**src/rtl/page_translation_unit_assert.svh**
```systemverilog
// Assertion macros for the page translation unit.
// Each macro expands to a concurrent assertion, or to nothing when assertions are off.
`ifndef PAGE_TRANSLATION_UNIT_ASSERT_SVH
`define PAGE_TRANSLATION_UNIT_ASSERT_SVH
`ifndef NO_ASSERTIONS
// same-cycle implication, disabled during reset
`define PTU_ASSERT_IMPLY(label, clk, rst_n, a, b) \
    label: assert property (@(posedge clk) disable iff (!rst_n) (a) |-> (b)) \
        else $error("ptu: same-cycle check failed");
// next-cycle implication, disabled during reset
`define PTU_ASSERT_NEXT(label, clk, rst_n, a, b) \
    label: assert property (@(posedge clk) disable iff (!rst_n) (a) |=> (b)) \
        else $error("ptu: next-cycle check failed");
`else
`define PTU_ASSERT_IMPLY(label, clk, rst_n, a, b)
`define PTU_ASSERT_NEXT(label, clk, rst_n, a, b)
`endif
`endif

```
**src/rtl/ptu_pkg.sv**
```systemverilog
// Package for the page translation unit: payload structs, entry layout,
// op and status codes, register indexes and parameter defaults. No dependencies.
`timescale 1ns / 1ps

package ptu_pkg;

    localparam int STORE_DEPTH = 64;
    localparam int IDX_W       = 6;
    localparam int VPN_W       = 25;
    localparam int PPN_W       = 16;
    localparam int PA_W        = 12;
    localparam int ST_W        = 3;
    localparam int OP_W        = 2;
    localparam int SIZE_W      = 2;

    localparam int PAGE_BITS_DEF     = 7;
    localparam int PHYS_PAGES_DEF    = 32;
    localparam int TLB_ENTRIES_DEF   = 4;
    localparam int TABLE_ENTRIES_DEF = 64;

    localparam logic [OP_W-1:0] OP_TRANSLATE = 2'd0;
    localparam logic [OP_W-1:0] OP_WRITE     = 2'd1;
    localparam logic [OP_W-1:0] OP_READ      = 2'd2;

    localparam logic [SIZE_W-1:0] SIZE_BYTE = 2'd0;
    localparam logic [SIZE_W-1:0] SIZE_HALF = 2'd1;

    localparam logic [ST_W-1:0] ST_OK    = 3'd0;
    localparam logic [ST_W-1:0] ST_ADDR  = 3'd1;
    localparam logic [ST_W-1:0] ST_FAULT = 3'd2;
    localparam logic [ST_W-1:0] ST_RO    = 3'd3;
    localparam logic [ST_W-1:0] ST_BUS   = 3'd4;

    localparam int CFG_INDEX_W = 2;
    localparam int CFG_DATA_W  = 7;
    localparam logic [CFG_INDEX_W-1:0] REG_USE_TLB    = 2'd0;
    localparam logic [CFG_INDEX_W-1:0] REG_TABLE_SIZE = 2'd1;
    localparam logic [CFG_DATA_W-1:0]  TABLE_SIZE_RST = 7'd64;

    typedef struct packed {
        logic [VPN_W-1:0] vpn;
        logic [PPN_W-1:0] ppn;
        logic             valid;
        logic             read_only;
        logic             used;
        logic             dirty;
    } entry_t;

    typedef struct packed {
        logic [OP_W-1:0]   op;
        logic [31:0]       vaddr;
        logic [SIZE_W-1:0] size_code;
        logic              is_write;
        logic [IDX_W-1:0]  index;
        logic [VPN_W-1:0]  new_vpn;
        logic [PPN_W-1:0]  new_ppn;
        logic              new_valid;
        logic              new_read_only;
        logic              new_use;
        logic              new_dirty;
    } in_t;

    typedef struct packed {
        logic [ST_W-1:0]  status;
        logic [PA_W-1:0]  phys_addr;
        logic [VPN_W-1:0] fault_vpn;
        logic [VPN_W-1:0] out_vpn;
        logic [PPN_W-1:0] out_ppn;
        logic             out_valid;
        logic             out_read_only;
        logic             out_use;
        logic             out_dirty;
    } out_t;

endpackage

```
**src/rtl/page_translation_unit.sv**
```systemverilog
// Page translation unit: linear page table or associative TLB over one entry store.
// Depends on ptu_pkg and page_translation_unit_assert.svh.
//
// Usage:
//   s_valid/s_ready/s_data carry one request beat (translate, write entry, read entry).
//   m_valid/m_ready/m_data carry one result beat for every request, in order.
//   cfg_valid/cfg_ready/cfg_index/cfg_data write use_tlb (index 0) or table_size
//   (index 1); cfg_ready is always high and writes are meant for an idle block.
// Pipeline: an accepted request passes through the stage register, then the output register.
// Throughput: one request per cycle unless the output stalls. The entry memory is read at
// the accept edge into the stage register; the stage logic completes the check and writes
// back the use/dirty update (or the new entry) as the result moves to the output register.
// A read issued at the same edge as a write to that entry takes the write data.
// TLB mode searches flop copies of the lowest TLB_ENTRIES entries in parallel.
// Reset: entries read as zero at once through per-entry written bits, so there is
// no clearing pass; use_tlb resets to 1 and table_size to 64.
// Stall: a result held in the output register keeps its beat; one more request
// may sit in the stage register, after which s_ready drops until m_ready returns.
`timescale 1ns / 1ps
`include "page_translation_unit_assert.svh"

module page_translation_unit #(
    parameter int PAGE_BITS     = ptu_pkg::PAGE_BITS_DEF,
    parameter int PHYS_PAGES    = ptu_pkg::PHYS_PAGES_DEF,
    parameter int TLB_ENTRIES   = ptu_pkg::TLB_ENTRIES_DEF,
    parameter int TABLE_ENTRIES = ptu_pkg::TABLE_ENTRIES_DEF
) (
    input  logic                               aclk,
    input  logic                               aresetn,
    input  logic                               s_valid,
    output logic                               s_ready,
    input  ptu_pkg::in_t                       s_data,
    output logic                               m_valid,
    input  logic                               m_ready,
    output ptu_pkg::out_t                      m_data,
    input  logic                               cfg_valid,
    output logic                               cfg_ready,
    input  logic [ptu_pkg::CFG_INDEX_W-1:0]    cfg_index,
    input  logic [ptu_pkg::CFG_DATA_W-1:0]     cfg_data
);

    localparam int IDX_W   = ptu_pkg::IDX_W;
    localparam int LIN_MAX = (TABLE_ENTRIES < ptu_pkg::STORE_DEPTH) ?
                             TABLE_ENTRIES : ptu_pkg::STORE_DEPTH;
    localparam logic [31:0] OFS_MASK = 32'((64'd1 << PAGE_BITS) - 64'd1);

    // configuration
    logic                          use_tlb_reg;
    logic [ptu_pkg::CFG_DATA_W-1:0] table_size_reg;

    // store
    ptu_pkg::entry_t               mem [ptu_pkg::STORE_DEPTH];
    logic [ptu_pkg::STORE_DEPTH-1:0] written_reg;
    ptu_pkg::entry_t               shadow_reg [TLB_ENTRIES];

    // stage register
    logic                          p_valid_reg;
    ptu_pkg::in_t                  p_in_reg;
    ptu_pkg::entry_t               rd_data_reg;
    logic                          ent_ok_reg;
    logic                          fwd_reg;
    ptu_pkg::entry_t               fwd_data_reg;

    // output register
    logic                          m_valid_reg;
    ptu_pkg::out_t                 m_data_reg;

    logic                          adv;
    logic                          s_accept;
    logic [31:0]                   s_vpn;
    logic [IDX_W-1:0]              rd_addr;
    logic                          rd_hit;

    logic                          wr_req;
    logic                          wr_en;
    logic [IDX_W-1:0]              wr_addr;
    ptu_pkg::entry_t               wr_data;
    ptu_pkg::out_t                 res;

    logic [31:0]                   vpn;
    logic [31:0]                   pa;
    logic [ptu_pkg::CFG_DATA_W-1:0] bound;
    logic                          misalign;
    ptu_pkg::entry_t               lin_ent;
    ptu_pkg::entry_t               hit_ent;
    ptu_pkg::entry_t               sel_ent;
    logic [IDX_W-1:0]              hit_idx;
    logic                          hit;
    logic                          go;
    logic [IDX_W-1:0]              go_addr;

    assign adv       = !m_valid_reg || m_ready;
    assign s_ready   = !p_valid_reg || adv;
    assign s_accept  = s_valid && s_ready;
    assign cfg_ready = 1'b1;
    assign m_valid   = m_valid_reg;
    assign m_data    = m_data_reg;

    assign s_vpn   = s_data.vaddr >> PAGE_BITS;
    assign rd_addr = (s_data.op == ptu_pkg::OP_TRANSLATE && !use_tlb_reg) ?
                     s_vpn[IDX_W-1:0] : s_data.index;
    assign rd_hit  = wr_en && (wr_addr == rd_addr);
    assign wr_en   = wr_req && p_valid_reg && adv;

    always_ff @(posedge aclk) begin
        if (!aresetn) begin
            use_tlb_reg    <= 1'b1;
            table_size_reg <= ptu_pkg::TABLE_SIZE_RST;
        end else if (cfg_valid && cfg_ready) begin
            case (cfg_index)
                ptu_pkg::REG_USE_TLB:    use_tlb_reg    <= cfg_data[0];
                ptu_pkg::REG_TABLE_SIZE: table_size_reg <= cfg_data;
                default: ;
            endcase
        end
    end

    // entry memory: one write port, one registered read port
    always_ff @(posedge aclk) begin
        if (wr_en) begin
            mem[wr_addr] <= wr_data;
        end
        if (s_accept) begin
            rd_data_reg <= mem[rd_addr];
        end
    end

    always_ff @(posedge aclk) begin
        if (!aresetn) begin
            written_reg <= '0;
        end else if (wr_en) begin
            written_reg[wr_addr] <= 1'b1;
        end
    end

    always_ff @(posedge aclk) begin
        if (!aresetn) begin
            for (int i = 0; i < TLB_ENTRIES; i++) begin
                shadow_reg[i] <= '0;
            end
        end else begin
            for (int i = 0; i < TLB_ENTRIES; i++) begin
                if (wr_en && wr_addr == IDX_W'(i)) begin
                    shadow_reg[i] <= wr_data;
                end
            end
        end
    end

    always_ff @(posedge aclk) begin
        if (!aresetn) begin
            p_valid_reg <= 1'b0;
        end else if (s_ready) begin
            p_valid_reg <= s_valid;
        end
    end

    // bypass a same-edge write into the new beat's read
    always_ff @(posedge aclk) begin
        if (s_accept) begin
            p_in_reg     <= s_data;
            ent_ok_reg   <= rd_hit || written_reg[rd_addr];
            fwd_reg      <= rd_hit;
            fwd_data_reg <= wr_data;
        end
    end

    always_comb begin
        vpn      = p_in_reg.vaddr >> PAGE_BITS;
        misalign = (p_in_reg.size_code != ptu_pkg::SIZE_BYTE && p_in_reg.vaddr[0]) ||
                   (p_in_reg.size_code != ptu_pkg::SIZE_BYTE &&
                    p_in_reg.size_code != ptu_pkg::SIZE_HALF && p_in_reg.vaddr[1]);
        bound    = (table_size_reg < 7'(LIN_MAX)) ? table_size_reg : 7'(LIN_MAX);
        lin_ent  = ent_ok_reg ? (fwd_reg ? fwd_data_reg : rd_data_reg) : '0;

        // walk downward so the lowest matching entry wins
        hit     = 1'b0;
        hit_idx = '0;
        hit_ent = '0;
        for (int i = TLB_ENTRIES - 1; i >= 0; i--) begin
            if (shadow_reg[i].valid && {7'd0, shadow_reg[i].vpn} == vpn) begin
                hit     = 1'b1;
                hit_idx = IDX_W'(i);
                hit_ent = shadow_reg[i];
            end
        end

        res     = '0;
        wr_req  = 1'b0;
        wr_addr = p_in_reg.index;
        wr_data = '0;
        go      = 1'b0;
        go_addr = '0;
        sel_ent = '0;
        pa      = '0;

        case (p_in_reg.op)
            ptu_pkg::OP_TRANSLATE: begin
                if (misalign) begin
                    res.status = ptu_pkg::ST_ADDR;
                end else if (!use_tlb_reg) begin
                    if (vpn >= 32'(bound)) begin
                        res.status = ptu_pkg::ST_ADDR;
                    end else if (!lin_ent.valid) begin
                        res.status    = ptu_pkg::ST_FAULT;
                        res.fault_vpn = vpn[ptu_pkg::VPN_W-1:0];
                    end else begin
                        go      = 1'b1;
                        go_addr = vpn[IDX_W-1:0];
                        sel_ent = lin_ent;
                    end
                end else begin
                    if (!hit) begin
                        res.status    = ptu_pkg::ST_FAULT;
                        res.fault_vpn = vpn[ptu_pkg::VPN_W-1:0];
                    end else if (hit_ent.read_only && p_in_reg.is_write) begin
                        res.status = ptu_pkg::ST_RO;
                    end else begin
                        go      = 1'b1;
                        go_addr = hit_idx;
                        sel_ent = hit_ent;
                    end
                end
                if (go) begin
                    if ({1'b0, sel_ent.ppn} >= 17'(PHYS_PAGES)) begin
                        res.status = ptu_pkg::ST_BUS;
                    end else begin
                        pa            = (32'(sel_ent.ppn) << PAGE_BITS) |
                                        (p_in_reg.vaddr & OFS_MASK);
                        res.status    = ptu_pkg::ST_OK;
                        res.phys_addr = pa[ptu_pkg::PA_W-1:0];
                        // mark referenced, and modified on a store
                        wr_req        = 1'b1;
                        wr_addr       = go_addr;
                        wr_data       = sel_ent;
                        wr_data.used  = 1'b1;
                        wr_data.dirty = sel_ent.dirty | p_in_reg.is_write;
                    end
                end
            end
            ptu_pkg::OP_WRITE: begin
                wr_req            = 1'b1;
                wr_data.vpn       = p_in_reg.new_vpn;
                wr_data.ppn       = p_in_reg.new_ppn;
                wr_data.valid     = p_in_reg.new_valid;
                wr_data.read_only = p_in_reg.new_read_only;
                wr_data.used      = p_in_reg.new_use;
                wr_data.dirty     = p_in_reg.new_dirty;
            end
            ptu_pkg::OP_READ: begin
                res.out_vpn       = lin_ent.vpn;
                res.out_ppn       = lin_ent.ppn;
                res.out_valid     = lin_ent.valid;
                res.out_read_only = lin_ent.read_only;
                res.out_use       = lin_ent.used;
                res.out_dirty     = lin_ent.dirty;
            end
            default: ;
        endcase
    end

    always_ff @(posedge aclk) begin
        if (!aresetn) begin
            m_valid_reg <= 1'b0;
        end else if (adv) begin
            m_valid_reg <= p_valid_reg;
        end
    end

    always_ff @(posedge aclk) begin
        if (adv && p_valid_reg) begin
            m_data_reg <= res;
        end
    end

    `PTU_ASSERT_IMPLY(a_ready_drop, aclk, aresetn, !s_ready, p_valid_reg && m_valid_reg && !m_ready)
    `PTU_ASSERT_IMPLY(a_wr_on_retire, aclk, aresetn, wr_en, p_valid_reg && adv)
    `PTU_ASSERT_IMPLY(a_pa_zero_on_err, aclk, aresetn, m_valid_reg && m_data_reg.status != ptu_pkg::ST_OK, m_data_reg.phys_addr == '0)
    `PTU_ASSERT_IMPLY(a_fvpn_fault_only, aclk, aresetn, m_valid_reg && m_data_reg.fault_vpn != '0, m_data_reg.status == ptu_pkg::ST_FAULT)
    `PTU_ASSERT_NEXT(a_stall_hold, aclk, aresetn, m_valid_reg && !m_ready, $stable(m_data_reg))

endmodule
```
**config.mk**
```make
export PLATFORM = sky130hd
export DESIGN_NAME = page_translation_unit
export DESIGN_NICKNAME = d
export VERILOG_FILES = /design/src/rtl/ptu_pkg.sv /design/src/rtl/page_translation_unit.sv
export VERILOG_INCLUDE_DIRS = /design/src /design/src/rtl
export SDC_FILE = /design/constraint.sdc
export NUM_CORES = 2
export LEC_CHECK = 0
export ABC_AREA = 1
export BUFFER_PORTS_ARGS = -buffer_cell sky130_fd_sc_hd__buf_2
export CAP_MARGIN = 40
export CORE_MARGIN = 2
export CORE_UTILIZATION = 44
export CTS_CLUSTER_SIZE = 12
export DETAILED_ROUTE_END_ITERATION = 6
export GPL_ROUTABILITY_DRIVEN = 0
export GPL_TIMING_DRIVEN = 1
export PLACE_DENSITY = 0.58
export SLEW_MARGIN = 10
export SYNTH_ARGS = -nofsm -noshare
export SYNTH_HDL_FRONTEND = slang
export SYNTH_SLANG_ARGS = --single-unit
```
**constraint.sdc**
```tcl
create_clock -name aclk -period 6.1 [get_ports aclk]
set_input_delay 0.305 -clock aclk [delete_from_list [all_inputs] [get_ports aclk]]
set_output_delay 0.305 -clock aclk [all_outputs]
set_load 0.1 [all_outputs]
```
==> summary.txt <==
LOGIC SYNTHESIS
------------------------------------------------------------------------------------------------------
Cell type with the largest total area after synthesis ...................................     edfxtp_1
Post-Synth Simple-Gate Area .............................................................        8.75%
Most numerous cell types in the synthesized netlist ..................................... edfxtp_1 (3,321), nor2_1 (2,239), o21ai_0 (1,983)
Total of flip-flops plus latches after synthesis ........................................        3,395
Unique cell type count in the Yosys netlist .............................................           48
Number of synthesis warnings ............................................................            0
Asr flop ratio synth ....................................................................           0%
Portion of netlist area occupied by mux cells ...........................................           0%
Number of enable-type register cells in the synthesized netlist .........................        3,321
Top-area cell type share of the netlist area ............................................        73.9%
Area share of xor/xnor cells in the synthesized design ..................................      0.0909%
Mapped cell area ........................................................................  135,000 µm²
Most repeated cell in the gate-level netlist after synthesis ............................     edfxtp_1
Adder-cell area share of the yosys netlist ..............................................      0.0649%
Dominant combinational cell family by area after synthesis .............................. compound AO/OA/AOI/OAI gates
Synthesized-area fraction occupied by ao, oa, aoi and oai cells .........................        12.9%
Average instance area after synthesis ...................................................     12.7 µm²
Net count of the mapped netlist .........................................................       10,744
Sequential element share of the synthesized area ........................................        75.0%
Synthesized instance count ..............................................................       10,635
Top area cells in the synthesized netlist ............................................... edfxtp_1 (74%), o21ai_0 (7.4%), nor2_1 (6.2%), o22ai_1 (3.3%), clkbuf_1 (1.9%)
Most instantiated flip-flop cell in the synthesis netlist ...............................     edfxtp_1

STA
------------------------------------------------------------------------------------------------------
Clock period minus final worst setup slack ..............................................      5580 ps
Post-Route Skew .........................................................................      72.1 ps
Tightest slew margin relative to the limit ..............................................        26.4%
Slew Limit Fails ........................................................................            0
Final Setup Violations ..................................................................            0
Slew at the pin with the worst max-slew slack ...........................................      1090 ps
Hold_ws .................................................................................      75.6 ps
Final worst path period share ...........................................................        91.5%
Unrepaired setup endpoints after global routing .........................................           no
Hold Vio Cnt, Final .....................................................................            0
Final setup margin ......................................................................       516 ps
Highest Clock Rate ......................................................................      179 MHz

SETUP PATH
------------------------------------------------------------------------------------------------------
Setup slack of the worst register-to-register path ......................................       520 ps
CP arrival ..............................................................................      6200 ps
Ordered list of cells on the worst path ................................................. o21ai_0 -> nor2_1 -> nand4_1 -> nor2_1 -> nand2_2 -> inv_2 -> nor2_1 -> nand2_1 -> nand2_1 -> nand3_2 -> nand3_2 -> nor2_4 -> nand3_2 -> nand2_1 -> nand2_1 -> inv_1 -> nand2_1 -> nor2_1 -> nand2_1 -> inv_2 -> buf_4
CP Class ................................................................................   reg -> reg
Worst-path maximum fanout ...............................................................           21
Largest stage delay on the critical path ................................................       790 ps
Required time at the endpoint of the critical path ......................................      6720 ps
Count of cells along the worst register-to-register path ................................           21
Most common cell on crit path ...........................................................      nand2_1
Worst reg2reg endpoint ..................................................................   mem[16][4]
Critical path capture point type ........................................................    flip-flop
Startpoint kind of the worst setup timing path ..........................................    flip-flop
Worst flop-to-flop path startpoint ...................................................... p_in_reg[63]
Slowest library cell on the worst path ..................................................     edfxtp_1

POWER
------------------------------------------------------------------------------------------------------
Net switching power .....................................................................      12.1 mW
Switching power as a share of total power ...............................................        24.0%
Overall power ...........................................................................      50.2 mW
Total power divided by cell area ........................................................   322 nW/µm²
Register share of total power ...........................................................        51.5%
Internal power consumption ..............................................................      38.2 mW
Clock Power Share .......................................................................        41.1%
Combinational share of power ............................................................         7.5%
Maximum VDD drop ........................................................................   0.000253 V
Static leakage ..........................................................................      48.6 nW

DRT
------------------------------------------------------------------------------------------------------
Number of search-and-repair iterations in the first detailed-routing pass ...............            7
Initial DRC Count .......................................................................       13,919
Routed vias .............................................................................       93,344
Average via count per standard cell .....................................................         6.07
Post-DRT Antenna Nets ...................................................................            0
DRC Markers .............................................................................           10
Final wirelength ........................................................................       446 mm
Average detailed-routed wire length per instance ........................................      29.0 µm

PLACED DESIGN
------------------------------------------------------------------------------------------------------
DP Wirelength ...........................................................................       268 mm
Number of port buffers ..................................................................          188
Placed cell count .......................................................................       14,632
Placed inst area ........................................................................  144,000 µm²
DP Worst Slack ..........................................................................       791 ps

CLOCK NETWORK
------------------------------------------------------------------------------------------------------
Source-to-sink clock delay at the later pin of the worst-skew pair ......................       960 ps
Root Driver .............................................................................    clkbuf_16
Total clock buffers created by CTS ......................................................          359
Count of hold-fix buffers inserted at cts ...............................................          107
Clock Sinks .............................................................................        3,395
Clock transition at the register clock pins on the worst setup and hold paths after CTS .        60 ps
Max Buffers Root-to-Sink ................................................................            4
CTS tree ................................................................................        built
H-tree lvl count ........................................................................            5
CTS resizes .............................................................................            0
Post-CTS setup buffer count .............................................................            0

RUN STATUS
------------------------------------------------------------------------------------------------------
Run status .............................................................................. finished, violations left
Violations in the final reports .........................................................          DRC

GLOBAL ROUTE
------------------------------------------------------------------------------------------------------
Number of antenna violations at the first check in global routing .......................           29
Total GRT Usage .........................................................................        28.0%
Final global-route overflow total .......................................................            0
Pin count of the biggest net entering global routing ....................................          168
First-pass GRT wire length ..............................................................       635 mm
Number of global-route vias before repair ...............................................       87,482

CELLS AND AREA
------------------------------------------------------------------------------------------------------
Area growth from synthesis to layout ....................................................        15.5%
Max reg flops ...........................................................................        2,880
Area of all placed cells without fillers ................................................  156,000 µm²
Proportion of layout cells with a drive suffix above 1 ..................................        11.4%
# fillers ...............................................................................       25,890
Storage cell area .......................................................................  101,000 µm²
Number of nets at the end of the flow ...................................................       11,114
Area used by multi-input combinational logic ............................................   30,000 µm²
Final cell count without fillers ........................................................       15,369

HOLD PATH
------------------------------------------------------------------------------------------------------
Hold Path Cell Cnt ......................................................................            2
Worst Min Path Start ....................................................................    s_data[3]
Min-Delay Endpoint ......................................................................  p_in_reg[3]
Worst min path class ....................................................................    in -> reg

FLOORPLANNING
------------------------------------------------------------------------------------------------------
Die Ht ..................................................................................       558 µm
Die width ...............................................................................       558 µm
Die outline area ........................................................................  311,000 µm²
Std cell rows ...........................................................................          203
Area of the core ........................................................................  306,000 µm²
Number of top-level design ports ........................................................          190
Starting density of the core ............................................................        44.2%

JOB
------------------------------------------------------------------------------------------------------
Max_cap viols ...........................................................................            0

## worst max-delay path, delay by kind of cell (launching register included)
kind / cells / cell delay [ps]
flip-flops: 1 / 790
AND/OR/NAND/NOR: 16 / 2930
AO/OA/AOI/OAI: 1 / 220
buffers and inverters: 4 / 1280
## how the worst max path moves through the flow
| stage | depth (start not counted) | end | from |
|---|---|---|---|
| global route | 21 | mem[16][7] | p_in_reg[63] |
| floorplan | 19 | shadow_reg[0][0] | p_in_reg[63] |
| detailed placement | 21 | mem[16][1] | p_in_reg[63] |
| finish | 21 | mem[16][4] | p_in_reg[63] |
| global placement | 13 | rd_data_reg[0] | s_data[87] |
| CTS | 19 | mem[3][19] | p_in_reg[63] |
## power groups by stage
stage,clock [mW],combinational [mW],sequential (mW)
6_report,20.6,3.76,25.8
5_1_grt,21.7,3.95,25.8
4_1_cts,20.8,3.69,25.8
3_5_place_dp,0,3.62,26.3
3_3_place_gp,0,3.57,26.3
2_1_floorplan,0,1.69,26.5
## placed cells by master (no fill, tap or decap), types with 6 or more instances in the layout
cell type	synthesis	final
inv_16	0	8
clkinv_16	0	6
nand3_1	146	146
nor2_1	2239	2229
o211ai_1	65	65
clkbuf_1	674	105
o21ai_4	0	36
diode_2	0	7
buf_16	0	13
inv_2	27	79
a21oi_1	125	120
dlygate4sd3_1	0	107
bufinv_16	0	10
o22ai_1	716	716
nor3_1	44	44
edfxtp_1	3321	3321
nand4_1	18	18
ha_1	7	7
buf_2	21	200
nand2_1	515	513
buf_12	0	121
xnor2_1	9	9
buf_4	4	306
nand2_2	10	11
clkbuf_16	0	365
nor4_1	15	15
clkinv_1	7	65
o21ai_1	11	15
nor2_4	5	16
clkbuf_8	0	9
inv_1	318	249
clkinv_2	0	52
dfxtp_1	74	74
o221ai_1	197	197
o21ai_0	1983	1943
## layout make-up
| type | instances | area share (%) |
|---|---|---|
| diodes | 7 | 0.0112 |
| clock buffers | 479 | 6.20 |
| clock inverters | 139 | 0.777 |
| inverters | 352 | 0.886 |
| multi-input cells | 6148 | 19.3 |
| flip-flops and latches | 3395 | 65.0 |
| well taps | 4100 | 3.29 |
| repair buffers | 749 | 4.60 |
## metal layers
metal	global-route usage, %	vias to the layer above	part of all wire, %
met1	40.1	46978	40
li1	-	39939	-
met3	5.99	861	11
met5	0	-	0.014
met4	10.7	14	4.3
met2	42.0	5552	44
## cell families after synthesis
family | Yosys count
adders and majority gates | 7
and+or+nand+nor | 3012
AOI/OAI and AO/OA | 3114
buffers and inverters | 1092
DFF | 3395
other | 1
xor gates and xnor gates | 14
## metrics by stage
step / setup TNS [ps] / utilization (%)
finish: 0 / 51.0
global route: 0 / 51.0
CTS: 0 / 50.9
detailed placement: 0 / 47.0
global placement: 0 / 46.9
floorplan: -28110 / -
No activity file was read; power rests on OpenSTA's default activity.
